[src/sv/daisy_chain_pec_framer_checker_top_macros.svh]
// ---------------------------------------------------------------------------
// Assertion macros for the daisy-chain PEC framer/checker
// Clocked on clk and disabled during reset on rst_n.
// ---------------------------------------------------------------------------
`ifndef DAISY_CHAIN_PEC_FRAMER_CHECKER_TOP_MACROS_SVH
`define DAISY_CHAIN_PEC_FRAMER_CHECKER_TOP_MACROS_SVH

`ifndef SYNTH
// plain property check
`define DCPF_ASSERT(lbl, prop, msg) \
    lbl: assert property (@(posedge clk) disable iff (!rst_n) (prop)) else $error(msg);
// same-cycle implication
`define DCPF_ASSERT_IMP(lbl, ante, cons, msg) \
    `DCPF_ASSERT(lbl, (ante) |-> (cons), msg)
`else
`define DCPF_ASSERT(lbl, prop, msg)
`define DCPF_ASSERT_IMP(lbl, ante, cons, msg)
`endif

`endif

[src/sv/dcpf_pkg.sv]
// ---------------------------------------------------------------------------
// dcpf_pkg
// Types, codes and the CRC-15 PEC step shared by the framer/checker.
// ---------------------------------------------------------------------------
`timescale 1ns / 1ps
`default_nettype none

package dcpf_pkg;

    // input actions
    localparam logic [1:0] ACT_CMD   = 2'd0;
    localparam logic [1:0] ACT_RX    = 2'd1;
    localparam logic [1:0] ACT_FAULT = 2'd2;
    localparam logic [1:0] ACT_NONE  = 2'd3;

    // result kinds, also used as job types in the queue
    localparam logic [1:0] KIND_TX    = 2'd0;
    localparam logic [1:0] KIND_DATA  = 2'd1;
    localparam logic [1:0] KIND_CHECK = 2'd2;
    localparam logic [1:0] KIND_ABORT = 2'd3;

    // transaction status
    localparam logic [1:0] ST_OK      = 2'd0;
    localparam logic [1:0] ST_INVALID = 2'd1;
    localparam logic [1:0] ST_LINK    = 2'd2;

    localparam logic [14:0] PEC_SEED   = 15'd16;
    localparam logic [14:0] PEC_POLY   = 15'h4599;
    localparam logic [2:0]  DATA_BYTES = 3'd6;
    localparam int          MAX_CHAIN  = 32;
    localparam int          CHAIN_W    = 6;

    localparam int unsigned JOB_QUEUE_DEPTH = 4;

    typedef struct packed {
        logic [1:0]  action;
        logic [15:0] command;
        logic [7:0]  rx_byte;
    } in_item_t;

    typedef struct packed {
        logic [1:0] kind;
        logic [7:0] out_byte;
        logic [4:0] device_index;
        logic       pec_ok;
        logic [1:0] status;
        logic       end_of_frame;
    } out_item_t;

    // classified work handed from front to back
    typedef struct packed {
        logic [1:0]  jtype;
        logic [15:0] payload;
        logic [4:0]  dev;
        logic        ok;
        logic [1:0]  status;
        logic        eof;
    } job_t;

    // one byte of CRC-15, MSB first
    function automatic logic [14:0] pec_update(input logic [14:0] rem,
                                               input logic [7:0] data);
        logic [14:0] r;
        logic        fb;
        r = rem;
        for (int b = 7; b >= 0; b--)
        begin
            fb = r[14] ^ data[b];
            r  = {r[13:0], 1'b0};
            if (fb)
            begin
                r = r ^ PEC_POLY;
            end
        end
        return r;
    endfunction

endpackage

`default_nettype wire

[src/sv/dcpf_front.sv]
// ---------------------------------------------------------------------------
// dcpf_front
// Accepts items, tracks reply framing and PEC, classifies into queue jobs.
// ---------------------------------------------------------------------------
`timescale 1ns / 1ps
`default_nettype none
`include "daisy_chain_pec_framer_checker_top_macros.svh"

module dcpf_front (
    input  wire logic                clk,
    input  wire logic                rst_n,
    input  wire logic                item_valid,
    output logic                     item_stall,
    input  wire dcpf_pkg::in_item_t  item,
    input  wire logic                cfg_valid,
    output logic                     cfg_ready,
    input  wire logic [5:0]          cfg_data,
    output logic                     job_push,
    output dcpf_pkg::job_t           job,
    input  wire logic                queue_full
);
    import dcpf_pkg::*;

    logic [CHAIN_W-1:0] chain_length_reg;
    logic [14:0]        rem_reg,       rem_next;
    logic [2:0]         pos_reg,       pos_next;
    logic [4:0]         dev_reg,       dev_next;
    logic [7:0]         pec_high_reg,  pec_high_next;
    logic               mismatch_reg,  mismatch_next;
    logic               active_reg,    active_next;

    logic        accept;
    logic [4:0]  last_idx;
    logic        pec_match;
    logic        last_dev;

    assign item_stall = queue_full;
    assign cfg_ready  = 1'b1;
    assign accept     = item_valid && !queue_full;

    // clamp the chain length to 1..32 and take the last device index
    always_comb
    begin
        if (chain_length_reg == '0)
        begin
            last_idx = '0;
        end
        else if (chain_length_reg > CHAIN_W'(MAX_CHAIN))
        begin
            last_idx = 5'(MAX_CHAIN - 1);
        end
        else
        begin
            last_idx = 5'(chain_length_reg - CHAIN_W'(1));
        end
    end

    assign pec_match = ({rem_reg, 1'b0} == {pec_high_reg, item.rx_byte});
    assign last_dev  = (dev_reg >= last_idx);

    always_comb
    begin
        rem_next      = rem_reg;
        pos_next      = pos_reg;
        dev_next      = dev_reg;
        pec_high_next = pec_high_reg;
        mismatch_next = mismatch_reg;
        active_next   = active_reg;
        job_push      = 1'b0;
        job           = '0;
        if (accept)
        begin
            unique case (item.action)
                ACT_CMD:
                begin
                    job_push      = 1'b1;
                    job.jtype     = KIND_TX;
                    job.payload   = item.command;
                    active_next   = 1'b1;
                    pos_next      = '0;
                    dev_next      = '0;
                    mismatch_next = 1'b0;
                    pec_high_next = '0;
                    rem_next      = PEC_SEED;
                end
                ACT_FAULT:
                begin
                    job_push    = 1'b1;
                    job.jtype   = KIND_ABORT;
                    job.dev     = dev_reg;
                    job.status  = ST_LINK;
                    job.eof     = 1'b1;
                    active_next = 1'b0;
                    pos_next    = '0;
                    dev_next    = '0;
                    rem_next    = PEC_SEED;
                end
                ACT_RX:
                begin
                    if (active_reg)
                    begin
                        if (pos_reg < DATA_BYTES)
                        begin
                            // data byte: pass through and fold into the PEC
                            job_push    = 1'b1;
                            job.jtype   = KIND_DATA;
                            job.payload = {8'd0, item.rx_byte};
                            job.dev     = dev_reg;
                            rem_next    = pec_update(rem_reg, item.rx_byte);
                            pos_next    = pos_reg + 3'd1;
                        end
                        else if (pos_reg == DATA_BYTES)
                        begin
                            pec_high_next = item.rx_byte;
                            pos_next      = pos_reg + 3'd1;
                        end
                        else
                        begin
                            // second PEC byte: check this device
                            mismatch_next = mismatch_reg | !pec_match;
                            job_push      = 1'b1;
                            job.jtype     = KIND_CHECK;
                            job.dev       = dev_reg;
                            job.ok        = pec_match;
                            job.status    = mismatch_next ? ST_INVALID : ST_OK;
                            job.eof       = last_dev;
                            pos_next      = '0;
                            rem_next      = PEC_SEED;
                            if (last_dev)
                            begin
                                active_next = 1'b0;
                                dev_next    = '0;
                            end
                            else
                            begin
                                dev_next = dev_reg + 5'd1;
                            end
                        end
                    end
                end
                default:
                begin
                end
            endcase
        end
    end

    always_ff @(posedge clk or negedge rst_n)
    begin
        if (!rst_n)
        begin
            chain_length_reg <= CHAIN_W'(1);
            rem_reg          <= PEC_SEED;
            pos_reg          <= '0;
            dev_reg          <= '0;
            pec_high_reg     <= '0;
            mismatch_reg     <= 1'b0;
            active_reg       <= 1'b0;
        end
        else
        begin
            if (cfg_valid && cfg_ready)
            begin
                chain_length_reg <= cfg_data;
            end
            rem_reg      <= rem_next;
            pos_reg      <= pos_next;
            dev_reg      <= dev_next;
            pec_high_reg <= pec_high_next;
            mismatch_reg <= mismatch_next;
            active_reg   <= active_next;
        end
    end

    `DCPF_ASSERT_IMP(a_pos_needs_reply, pos_reg != '0, active_reg, "byte position set with no open reply")
    `DCPF_ASSERT_IMP(a_dev_needs_reply, dev_reg != '0, active_reg, "device counter set with no open reply")
    `DCPF_ASSERT_IMP(a_no_push_full, job_push, !queue_full, "job pushed into a full queue")

endmodule

`default_nettype wire

[src/sv/dcpf_queue.sv]
// ---------------------------------------------------------------------------
// dcpf_queue
// Small job FIFO that decouples the classifier from the beat serializer.
// ---------------------------------------------------------------------------
`timescale 1ns / 1ps
`default_nettype none

module dcpf_queue #(
    parameter int unsigned DEPTH = dcpf_pkg::JOB_QUEUE_DEPTH
) (
    input  wire logic            clk,
    input  wire logic            rst_n,
    input  wire logic            push,
    input  wire dcpf_pkg::job_t  din,
    output logic                 full,
    input  wire logic            pop,
    output dcpf_pkg::job_t       dout,
    output logic                 empty
);
    import dcpf_pkg::*;

    localparam int PTR_W = (DEPTH > 1) ? $clog2(DEPTH) : 1;
    localparam int CNT_W = $clog2(DEPTH + 1);

    job_t             mem_reg [DEPTH];
    logic [PTR_W-1:0] wr_ptr_reg;
    logic [PTR_W-1:0] rd_ptr_reg;
    logic [CNT_W-1:0] count_reg;
    logic             do_wr;
    logic             do_rd;

    assign full  = (count_reg == CNT_W'(DEPTH));
    assign empty = (count_reg == '0);
    assign do_wr = push && !full;
    assign do_rd = pop && !empty;
    assign dout  = mem_reg[rd_ptr_reg];

    always_ff @(posedge clk)
    begin
        if (do_wr)
        begin
            mem_reg[wr_ptr_reg] <= din;
        end
    end

    always_ff @(posedge clk or negedge rst_n)
    begin
        if (!rst_n)
        begin
            wr_ptr_reg <= '0;
            rd_ptr_reg <= '0;
            count_reg  <= '0;
        end
        else
        begin
            if (do_wr)
            begin
                wr_ptr_reg <= (wr_ptr_reg == PTR_W'(DEPTH - 1)) ? '0 : wr_ptr_reg + PTR_W'(1);
            end
            if (do_rd)
            begin
                rd_ptr_reg <= (rd_ptr_reg == PTR_W'(DEPTH - 1)) ? '0 : rd_ptr_reg + PTR_W'(1);
            end
            if (do_wr && !do_rd)
            begin
                count_reg <= count_reg + CNT_W'(1);
            end
            else if (do_rd && !do_wr)
            begin
                count_reg <= count_reg - CNT_W'(1);
            end
        end
    end

endmodule

`default_nettype wire

[src/sv/dcpf_back.sv]
// ---------------------------------------------------------------------------
// dcpf_back
// Turns queued jobs into result beats; serializes command frames.
// ---------------------------------------------------------------------------
`timescale 1ns / 1ps
`default_nettype none
`include "daisy_chain_pec_framer_checker_top_macros.svh"

module dcpf_back (
    input  wire logic               clk,
    input  wire logic               rst_n,
    input  wire logic               job_valid,
    input  wire dcpf_pkg::job_t     job,
    output logic                    job_pop,
    output logic                    result_valid,
    input  wire logic               result_stall,
    output dcpf_pkg::out_item_t     result
);
    import dcpf_pkg::*;

    localparam logic [1:0] STEP_IDLE = 2'd0;
    localparam logic [1:0] STEP_LO   = 2'd1;
    localparam logic [1:0] STEP_PHI  = 2'd2;
    localparam logic [1:0] STEP_PLO  = 2'd3;

    logic        out_valid_reg, out_valid_next;
    out_item_t   out_reg,       out_next;
    logic [1:0]  step_reg,      step_next;
    logic [7:0]  lo_reg,        lo_next;
    logic [14:0] crc_reg,       crc_next;

    logic      load;
    logic      beat_valid;
    out_item_t beat;

    assign load         = !out_valid_reg || !result_stall;
    assign result_valid = out_valid_reg;
    assign result       = out_reg;

    always_comb
    begin
        step_next  = step_reg;
        lo_next    = lo_reg;
        crc_next   = crc_reg;
        job_pop    = 1'b0;
        beat_valid = 1'b0;
        beat       = '0;
        if (load)
        begin
            if (step_reg != STEP_IDLE)
            begin
                // continue the transmit frame
                beat_valid = 1'b1;
                beat.kind  = KIND_TX;
                unique case (step_reg)
                    STEP_LO:
                    begin
                        beat.out_byte = lo_reg;
                        crc_next      = pec_update(crc_reg, lo_reg);
                        step_next     = STEP_PHI;
                    end
                    STEP_PHI:
                    begin
                        beat.out_byte = crc_reg[14:7];
                        step_next     = STEP_PLO;
                    end
                    STEP_PLO:
                    begin
                        beat.out_byte     = {crc_reg[6:0], 1'b0};
                        beat.end_of_frame = 1'b1;
                        step_next         = STEP_IDLE;
                    end
                    default:
                    begin
                        step_next = STEP_IDLE;
                    end
                endcase
            end
            else if (job_valid)
            begin
                job_pop    = 1'b1;
                beat_valid = 1'b1;
                case (job.jtype)
                    KIND_TX:
                    begin
                        beat.kind     = KIND_TX;
                        beat.out_byte = job.payload[15:8];
                        lo_next       = job.payload[7:0];
                        crc_next      = pec_update(PEC_SEED, job.payload[15:8]);
                        step_next     = STEP_LO;
                    end
                    default:
                    begin
                        beat.kind         = job.jtype;
                        beat.out_byte     = job.payload[7:0];
                        beat.device_index = job.dev;
                        beat.pec_ok       = job.ok;
                        beat.status       = job.status;
                        beat.end_of_frame = job.eof;
                    end
                endcase
            end
        end
        out_valid_next = load ? beat_valid : out_valid_reg;
        out_next       = (load && beat_valid) ? beat : out_reg;
    end

    always_ff @(posedge clk)
    begin
        out_reg <= out_next;
        lo_reg  <= lo_next;
        crc_reg <= crc_next;
    end

    always_ff @(posedge clk or negedge rst_n)
    begin
        if (!rst_n)
        begin
            out_valid_reg <= 1'b0;
            step_reg      <= STEP_IDLE;
        end
        else
        begin
            out_valid_reg <= out_valid_next;
            step_reg      <= step_next;
        end
    end

    `DCPF_ASSERT_IMP(a_frame_holds_beat, step_reg != STEP_IDLE, out_valid_reg, "frame in progress with empty output")
    `DCPF_ASSERT_IMP(a_eof_ends_frame, out_valid_reg && out_reg.kind == KIND_TX && out_reg.end_of_frame, step_reg == STEP_IDLE, "frame end while serializer busy")
    `DCPF_ASSERT_IMP(a_reply_outside_frame, out_valid_reg && out_reg.kind != KIND_TX, step_reg == STEP_IDLE, "reply beat inside a transmit frame")
    `DCPF_ASSERT_IMP(a_pop_only_valid, job_pop, job_valid, "pop from an empty queue")

endmodule

`default_nettype wire

[src/sv/daisy_chain_pec_framer_checker_top.sv]
// ---------------------------------------------------------------------------
// daisy_chain_pec_framer_checker_top
// CRC-15 PEC command framer and per-device reply checker for a daisy chain.
// ---------------------------------------------------------------------------
// A command item produces a four-beat transmit frame (command high, command
// low, PEC high, PEC low; PEC is CRC-15 poly 0x4599 seed 16, sent shifted
// left by one). Each later reply byte is framed per device: six data bytes
// pass through as data beats, two PEC bytes yield one check beat carrying
// pec_ok and the running status, with end_of_frame on the last device. A
// link fault gives one abort beat. The front end accepts one item every
// cycle while the four-entry job queue has room; reply bytes and faults
// sustain one item per cycle while result_stall is low. A command holds
// the back-end serializer for its four beats; it takes no job meanwhile.
// Results pass the job queue and output register. cfg_* is always ready;
// the user must write the chain_length register only while idle (unchecked).
// ---------------------------------------------------------------------------
`timescale 1ns / 1ps
`default_nettype none

module daisy_chain_pec_framer_checker_top #(
    parameter int unsigned QUEUE_DEPTH = dcpf_pkg::JOB_QUEUE_DEPTH
) (
    input  wire logic                clk,
    input  wire logic                rst_n,
    // input items
    input  wire logic                item_valid,
    output logic                     item_stall,
    input  wire dcpf_pkg::in_item_t  item,
    // result beats
    output logic                     result_valid,
    input  wire logic                result_stall,
    output dcpf_pkg::out_item_t      result,
    // chain length register
    input  wire logic                cfg_valid,
    output logic                     cfg_ready,
    input  wire logic [5:0]          cfg_data
);
    import dcpf_pkg::*;

    logic job_push;
    job_t job_in;
    logic queue_full;
    logic queue_empty;
    logic job_pop;
    job_t job_head;

    // classify items and keep the reply framing state
    dcpf_front u_front (
        .clk        (clk),
        .rst_n      (rst_n),
        .item_valid (item_valid),
        .item_stall (item_stall),
        .item       (item),
        .cfg_valid  (cfg_valid),
        .cfg_ready  (cfg_ready),
        .cfg_data   (cfg_data),
        .job_push   (job_push),
        .job        (job_in),
        .queue_full (queue_full)
    );

    // hold jobs so a stalled output does not block accepting items
    dcpf_queue #(
        .DEPTH (QUEUE_DEPTH)
    ) u_queue (
        .clk   (clk),
        .rst_n (rst_n),
        .push  (job_push),
        .din   (job_in),
        .full  (queue_full),
        .pop   (job_pop),
        .dout  (job_head),
        .empty (queue_empty)
    );

    // expand jobs into beats; the output register parts the two sides
    dcpf_back u_back (
        .clk          (clk),
        .rst_n        (rst_n),
        .job_valid    (!queue_empty),
        .job          (job_head),
        .job_pop      (job_pop),
        .result_valid (result_valid),
        .result_stall (result_stall),
        .result       (result)
    );

endmodule

`default_nettype wire
[config.mk]
export PLATFORM = sky130hd
export DESIGN_NAME = daisy_chain_pec_framer_checker_top
export DESIGN_NICKNAME = d
export VERILOG_FILES = /design/src/sv/dcpf_pkg.sv /design/src/sv/dcpf_front.sv /design/src/sv/dcpf_queue.sv /design/src/sv/dcpf_back.sv /design/src/sv/daisy_chain_pec_framer_checker_top.sv
export VERILOG_INCLUDE_DIRS = /design/src /design/src/sv
export SDC_FILE = /design/constraint.sdc
export NUM_CORES = 1
export LEC_CHECK = 0
export ABC_AREA = 0
export BUFFER_PORTS_ARGS = -buffer_cell sky130_fd_sc_hd__clkbuf_2
export CAP_MARGIN = 20
export CELL_PAD_IN_SITES_DETAIL_PLACEMENT = 1
export CELL_PAD_IN_SITES_GLOBAL_PLACEMENT = 1
export CORE_MARGIN = 2
export CORE_UTILIZATION = 50
export CTS_BUF_LIST = sky130_fd_sc_hd__clkbuf_4
export CTS_CLUSTER_DIAMETER = 200
export DETAILED_ROUTE_END_ITERATION = 6
export PLACE_DENSITY = 0.8
export SYNTH_ARGS = -nofsm -noshare
export SYNTH_HDL_FRONTEND = slang
export SYNTH_SLANG_ARGS = --single-unit
[constraint.sdc]
create_clock -name clk -period 3.6 [get_ports clk]
set_input_delay 0 -clock clk [delete_from_list [all_inputs] [get_ports clk]]
set_output_delay 0 -clock clk [all_outputs]
set_load 0.01 [all_outputs]
# Word-level counts from Yosys, hierarchy flattened
# Memory sizes are Yosys's and may differ from the RTL's.
# Index checks and enable logic that the tools add are counted.
# totals
out_inout_bits	22
mem_count	1
inputBits	37
ff_bits	91
word_cells	307
ramBits	108
# mem_list
name	depth	width	rd	rd_clocked_by_memory_dff	wr	line_no	source
u_queue.mem_reg	4	27	1	0	1	dcpf_queue.sv:25	job_t mem_reg [DEPTH];
# classes
addsub	7
muxes	174
bitwise_logic	50
eq_ne	17
n_lt_le_gt_ge	3
reduce_logical	35
# op_table
cell	n
two-way mux 15 bit	108
inverter 7 bit	23
two-way mux 27 bit	2
two-way mux 8 bit	6
two-way mux 5 bit	7
one-hot mux 16 bit (2 select lines)	1
one-hot mux 15 bit (2 select lines)	1
one-hot mux 8 bit (3 select lines)	1
XOR 1 bit	23
two-way mux 1 bit	22
one-hot mux 5 bit (2 select lines)	2
two-way mux 9 bit	2
two-way mux 17 bit	1
== test 16 bit	1
one-hot mux 8 bit (2 select lines)	1
two-way mux 3 bit	5
AND reduction 5 bit	3
two-way mux 2 bit	7
one-hot mux 3 bit (2 select lines)	2
AND reduction 4 bit	3
== test 2 bit (second input constant)	5
nonzero test 2 bit	5
one-hot mux 2 bit (2 select lines)	2
logical NOT 1 bit	7
other kinds (28)	46

# Logic depth before layout (Yosys ltp)
# depth
depth_word	47
ltp_mapped	14
mapped_depth_nobuf	14

# By module
# Synthesis repeated with hierarchy kept, for this count alone.
# hier_totals
hier_cells	709
hier_area_um2	10034.6
# modules_own_cells
module	area_each_um2	n_inst	seq_area_each_um2	cells_each
dcpf_queue	4352.9	1	3418.3	178
dcpf_front	2921.6	1	978.4	316
dcpf_back	2756.4	1	1336.3	214
daisy_chain_pec_framer_checker_top	3.8	1	0.0	1

# Worst setup path before layout
# OpenSTA, ideal clock, no wires.
# synth_timing
kind	register -> register
from	reg u_queue.rd_ptr_reg[0]
to	reg u_back.crc_reg[0] (enable)
arrival_time_ns	2.457
stages_incl_launch_ff	7
setup_time_ns	0.392
path_buffers	2
required_time_ns	3.208
slack_ns	0.751
synth_period_minus_slack_ns	2.849
path_cell_list	dfrtp_1 > buf_6 > mux4_1 > nor2_1 > buf_2 > nand3_1 > a21oi_1
# synth_between
elab_chain_len	4
# synth_lines
item	line_no	source
start, declared	dcpf_queue.sv:27	logic [PTR_W-1:0] rd_ptr_reg;
start signal, assigned	dcpf_queue.sv:62	rd_ptr_reg <= (rd_ptr_reg == PTR_W'(DEPTH - 1)) ? '0 : rd_ptr_reg + PTR_W'(1);
memory (4 x 27 bit)	n/a	
logical NOT 2 bit	dcpf_back.sv:83	case (job.jtype)
nonzero test 2 bit (no source line)	n/a	
AND reduction 4 bit (no source line)	n/a	
end signal, assigned	dcpf_back.sv:112	crc_reg <= crc_next;
end, declared	dcpf_back.sv:30	logic [14:0] crc_reg, crc_next;
# Every way passes these cells.
# A chain may end at the register's enable or synchronous reset.

# Worst setup path after layout
# layout_timing
from	reg u_queue.count_reg[2]
to	reg u_queue.count_reg[2]
# layout_between
elab_chain_len	8
elab_cells_between_ends	20
classes_between	add/sub (2); eq/ne (1); mux (6); reduce/logical (11)
# layout_lines
item	line_no	source
start, declared	dcpf_queue.sv:28	logic [CNT_W-1:0] count_reg;
start signal, assigned	dcpf_queue.sv:66	count_reg <= count_reg + CNT_W'(1);
start signal, assigned	dcpf_queue.sv:70	count_reg <= count_reg - CNT_W'(1);
== test 3 bit *	dcpf_queue.sv:32	assign full = (count_reg == CNT_W'(DEPTH));
logical NOT 1 bit *	dcpf_front.sv:39, dcpf_queue.sv:34	
logical AND 1 bit	dcpf_front.sv:39	assign accept = item_valid && !queue_full;
two-way mux 1 bit	dcpf_front.sv:71	if (accept)
logical AND 1 bit *	dcpf_queue.sv:34	assign do_wr = push && !full;
net u_queue.do_wr	dcpf_queue.sv:29	logic do_wr;
logical NOT 1 bit	dcpf_queue.sv:68	else if (do_rd && !do_wr)
logical AND 1 bit	dcpf_queue.sv:68	
nonzero test 2 bit (no source line)	n/a	
# Mark *: on every way through the listed nets, which the timed path passes. The rest lies on a longest branch. The select of a mux whose other input is x is not followed.

==> results.cfg <==
[clocking]
post-cts-setup-buffers = 0
cts_max_level = 4
cts-buffers-inserted = 17
cts-resized-gates = 0
root_buffer = clkbuf_4
clk_latency_ps = 600
cts_buffer_depth = 2
clk_pin_slew_ps = 160
clock-sinks = 199
cts_tree = built

[detailed_routing]
met2WireLength_um = 12300
drt_wl_total_um = 22700
route.met3.wl_um = 663
wl_met1_um = 9450
via_per_inst = 5.54
drc = 0
top_layer = met4
vias = 6012
firstDrtPassIters = 5
drtAntennaViolNets = 0
drt-wirelength-per-cell_um = 20.9
drt_iter0_drc = 351

[placement]
dpl_cell_area_um2 = 10500
gp_congestion = 0.835
io_buffers = 57
hpwlAfterDp_um = 16400

[timing]
finalSetupViolations = 0
clock.fmax_mhz = 326
finalHoldViolCount = 0
relSlewSlack_pct = 32.2
drv_slew = 0
skew_ps = 22.8
rsz0062_at_grt = no
period_share_pct = 85.2
tightest_slew_ps = 1020
tns_ps = 0
period_minus_slack_ps = 3070

[critical_path]
arrival_ps = 3580
worstSetupPathType = reg -> reg
r2r_setup_slack_ps = 530
r2r_cells = 12
end_kind = flip-flop
worstPathMaxFanout = 13
crit_path_start_kind = flip-flop
cp.required_ps = 4110

[power_and_ir_drop]
peakVddDrop_uv = 701
p_sw_share_pct = 41.3
leakage_nw = 4.27
clkPwrFrac_pct = 10.3
power_frac_seq_pct = 32.1
p_per_area_nw_per_um2 = 973
p_int_mw = 6.37
pwr-share-comb_pct = 57.6
power_switching_mw = 4.48

[global_routing]
grt_usage_pct = 23.3
antenna_found_initial = 1
grt_pass1_vias = 6552
grt_pass1_wl_um = 36300
grt_overflow = 0
grt_max_degree = 50

[layout]
final_common_cell = edfxtp_1
layout_common_cells = edfxtp_1, xnor2_1, clkbuf_2
syn2layout_area_growth_pct = 13.4
layout-drive-gt1-share_pct = 18.7
largest_reg_flops = 108
fin_area_um2 = 11200
nets = 869

[yosys]
yosysUniqueCellTypes = 52
ys_ff_latch = 199
async_flop_share_pct = 24.6
ys_warn_count = 0
synth_edf_count = 150
synth_cells = 698
synth_flop_cell = edfxtp_1
synth_area_um2 = 9830
yosysSeqAreaShare_pct = 58.3
synth_nets = 761
synth.avg_cell_area_um2 = 14.1

[die]
die_h_um = 144
dieArea_um2 = 20800
core_area_um2 = 19400
rows = 51
io_pins = 59
start_util_pct = 50.7
die_w_um = 144

[job]
maxCapViolations = 0

[worst_hold_path]
hold_class = in -> async

[status]
status = finished, final reports clean
[area by class of cell]
class / count / area, um^2
inverter: 18 / 67.6
clock buffer: 18 / 135
fill: 1935 / 8250
multi-input combinational: 453 / 3910
sequential: 199 / 5730
clock inverter: 14 / 126
timing repair buffer: 117 / 841
antenna: 1 / 2.50
tap: 265 / 332
[routing by layer]
metal  track usage [%]  vias to the layer above
met1              29.1                     3070
met2              42.4                      125
met3              3.81                       20
met5                 0                        -
li1                  -                     2797
met4              6.13                        0
[worst max-delay path, stage by stage (launching register included)]
cell,delay [ps]
dfrtp_1,440
nor3b_1,190
nor2b_1,140
buf_4,190
nand2b_1,80
buf_4,180
a21oi_1,480
ha_1,310
inv_1,80
fa_1,430
xor2_1,170
nor2_1,110
xor2_1,180
[Yosys cell counts (all sizes together), types with 2 or more instances]
cell | instances | share of area, %
dfstp | 2 | 0.53
buf | 10 | 0.55
mux2 | 6 | 0.69
mux2i | 9 | 0.92
a21o | 7 | 0.53
nor2 | 38 | 1.5
ha | 25 | 3.2
a21oi | 21 | 1.1
and2 | 10 | 0.64
a22o | 25 | 2.2
nor3b | 2 | 0.15
and3 | 9 | 0.57
nand3 | 7 | 0.36
dfrtp | 47 | 12
nand2b | 4 | 0.25
nor4 | 4 | 0.25
o21ai | 25 | 1.3
o22ai | 2 | 0.13
xor2 | 47 | 4.5
nor3 | 9 | 0.46
o22a | 8 | 0.71
a22oi | 10 | 0.76
a222oi | 7 | 0.71
nor2b | 18 | 1.1
xnor2 | 85 | 8.8
edfxtp | 150 | 46
mux4 | 27 | 6.4
inv | 18 | 0.69
nand2 | 31 | 1.2
clkbuf | 18 | 0.69
a211o | 2 | 0.18
nand4 | 3 | 0.19
[path summary, 6_finish.rpt]
check / from / end
worst max-delay path: u_queue.count_reg[2] / u_queue.count_reg[2]
worst min-delay path: rst_n / u_queue.rd_ptr_reg[0]
worst max register to register: u_queue.count_reg[2] / u_queue.count_reg[2]
worst min register to register: u_front.rem_reg[4] / u_front.rem_reg[4]
max in group asynchronous: rst_n / u_queue.count_reg[2]
min in group clk: item[24] / u_front.pos_reg[2]
[power groups by stage]
| stage | sequential [mW] | clock [mW] | combinational (mW) |
|---|---|---|---|
| 3_3_place_gp | 3.49 | 0 | 6.00 |
| 2_1_floorplan | 3.45 | 0 | 4.92 |
| 3_5_place_dp | 3.54 | 0 | 6.19 |
| 5_1_grt | 3.54 | 1.23 | 6.82 |
| 4_1_cts | 3.48 | 1.15 | 6.28 |
| 6_report | 3.48 | 1.12 | 6.25 |
[cells by family (layout without fill, tap and decap cells)]
family                     after synthesis  count (layout)  synth area share, %
and+or+nand+nor                        138             138                 6.87
xor gates and xnor gates               132             132                 13.2
other                                    1               2               0.0381
DFF                                    199             199                 58.3
AOI/OAI and AO/OA                      114             114                 8.21
buffers and inverters                   46             167                 1.92
muxes                                   42              42                 8.02
adders and majority gates               26              26                 3.39
[through the flow]
stage | cells | hold slack [ps] | utilization [%] | setup slack [ps] | power [mW]
4_1_cts | 1083 | 12.2 | 57.4 | 504 | 10.9
3_3_place_gp | 1009 | 150 | 53.9 | 773 | 9.49
3_5_place_dp | 1009 | 168 | 53.9 | 544 | 9.73
2_1_floorplan | 698 | -296 | - | 751 | 8.37
6_report | 1085 | 56.0 | 57.5 | 532 | 10.9
5_1_grt | 1085 | 80.2 | 57.5 | 295 | 11.6
[repair_timing]
| item | in CTS | in global routing |
|---|---|---|
| setup endpoints to repair | 0 | 0 |
| hold buffers | 42 | 0 |
| hold endpoints to repair | 135 | 0 |
Power figures use the tool's default switching activity.
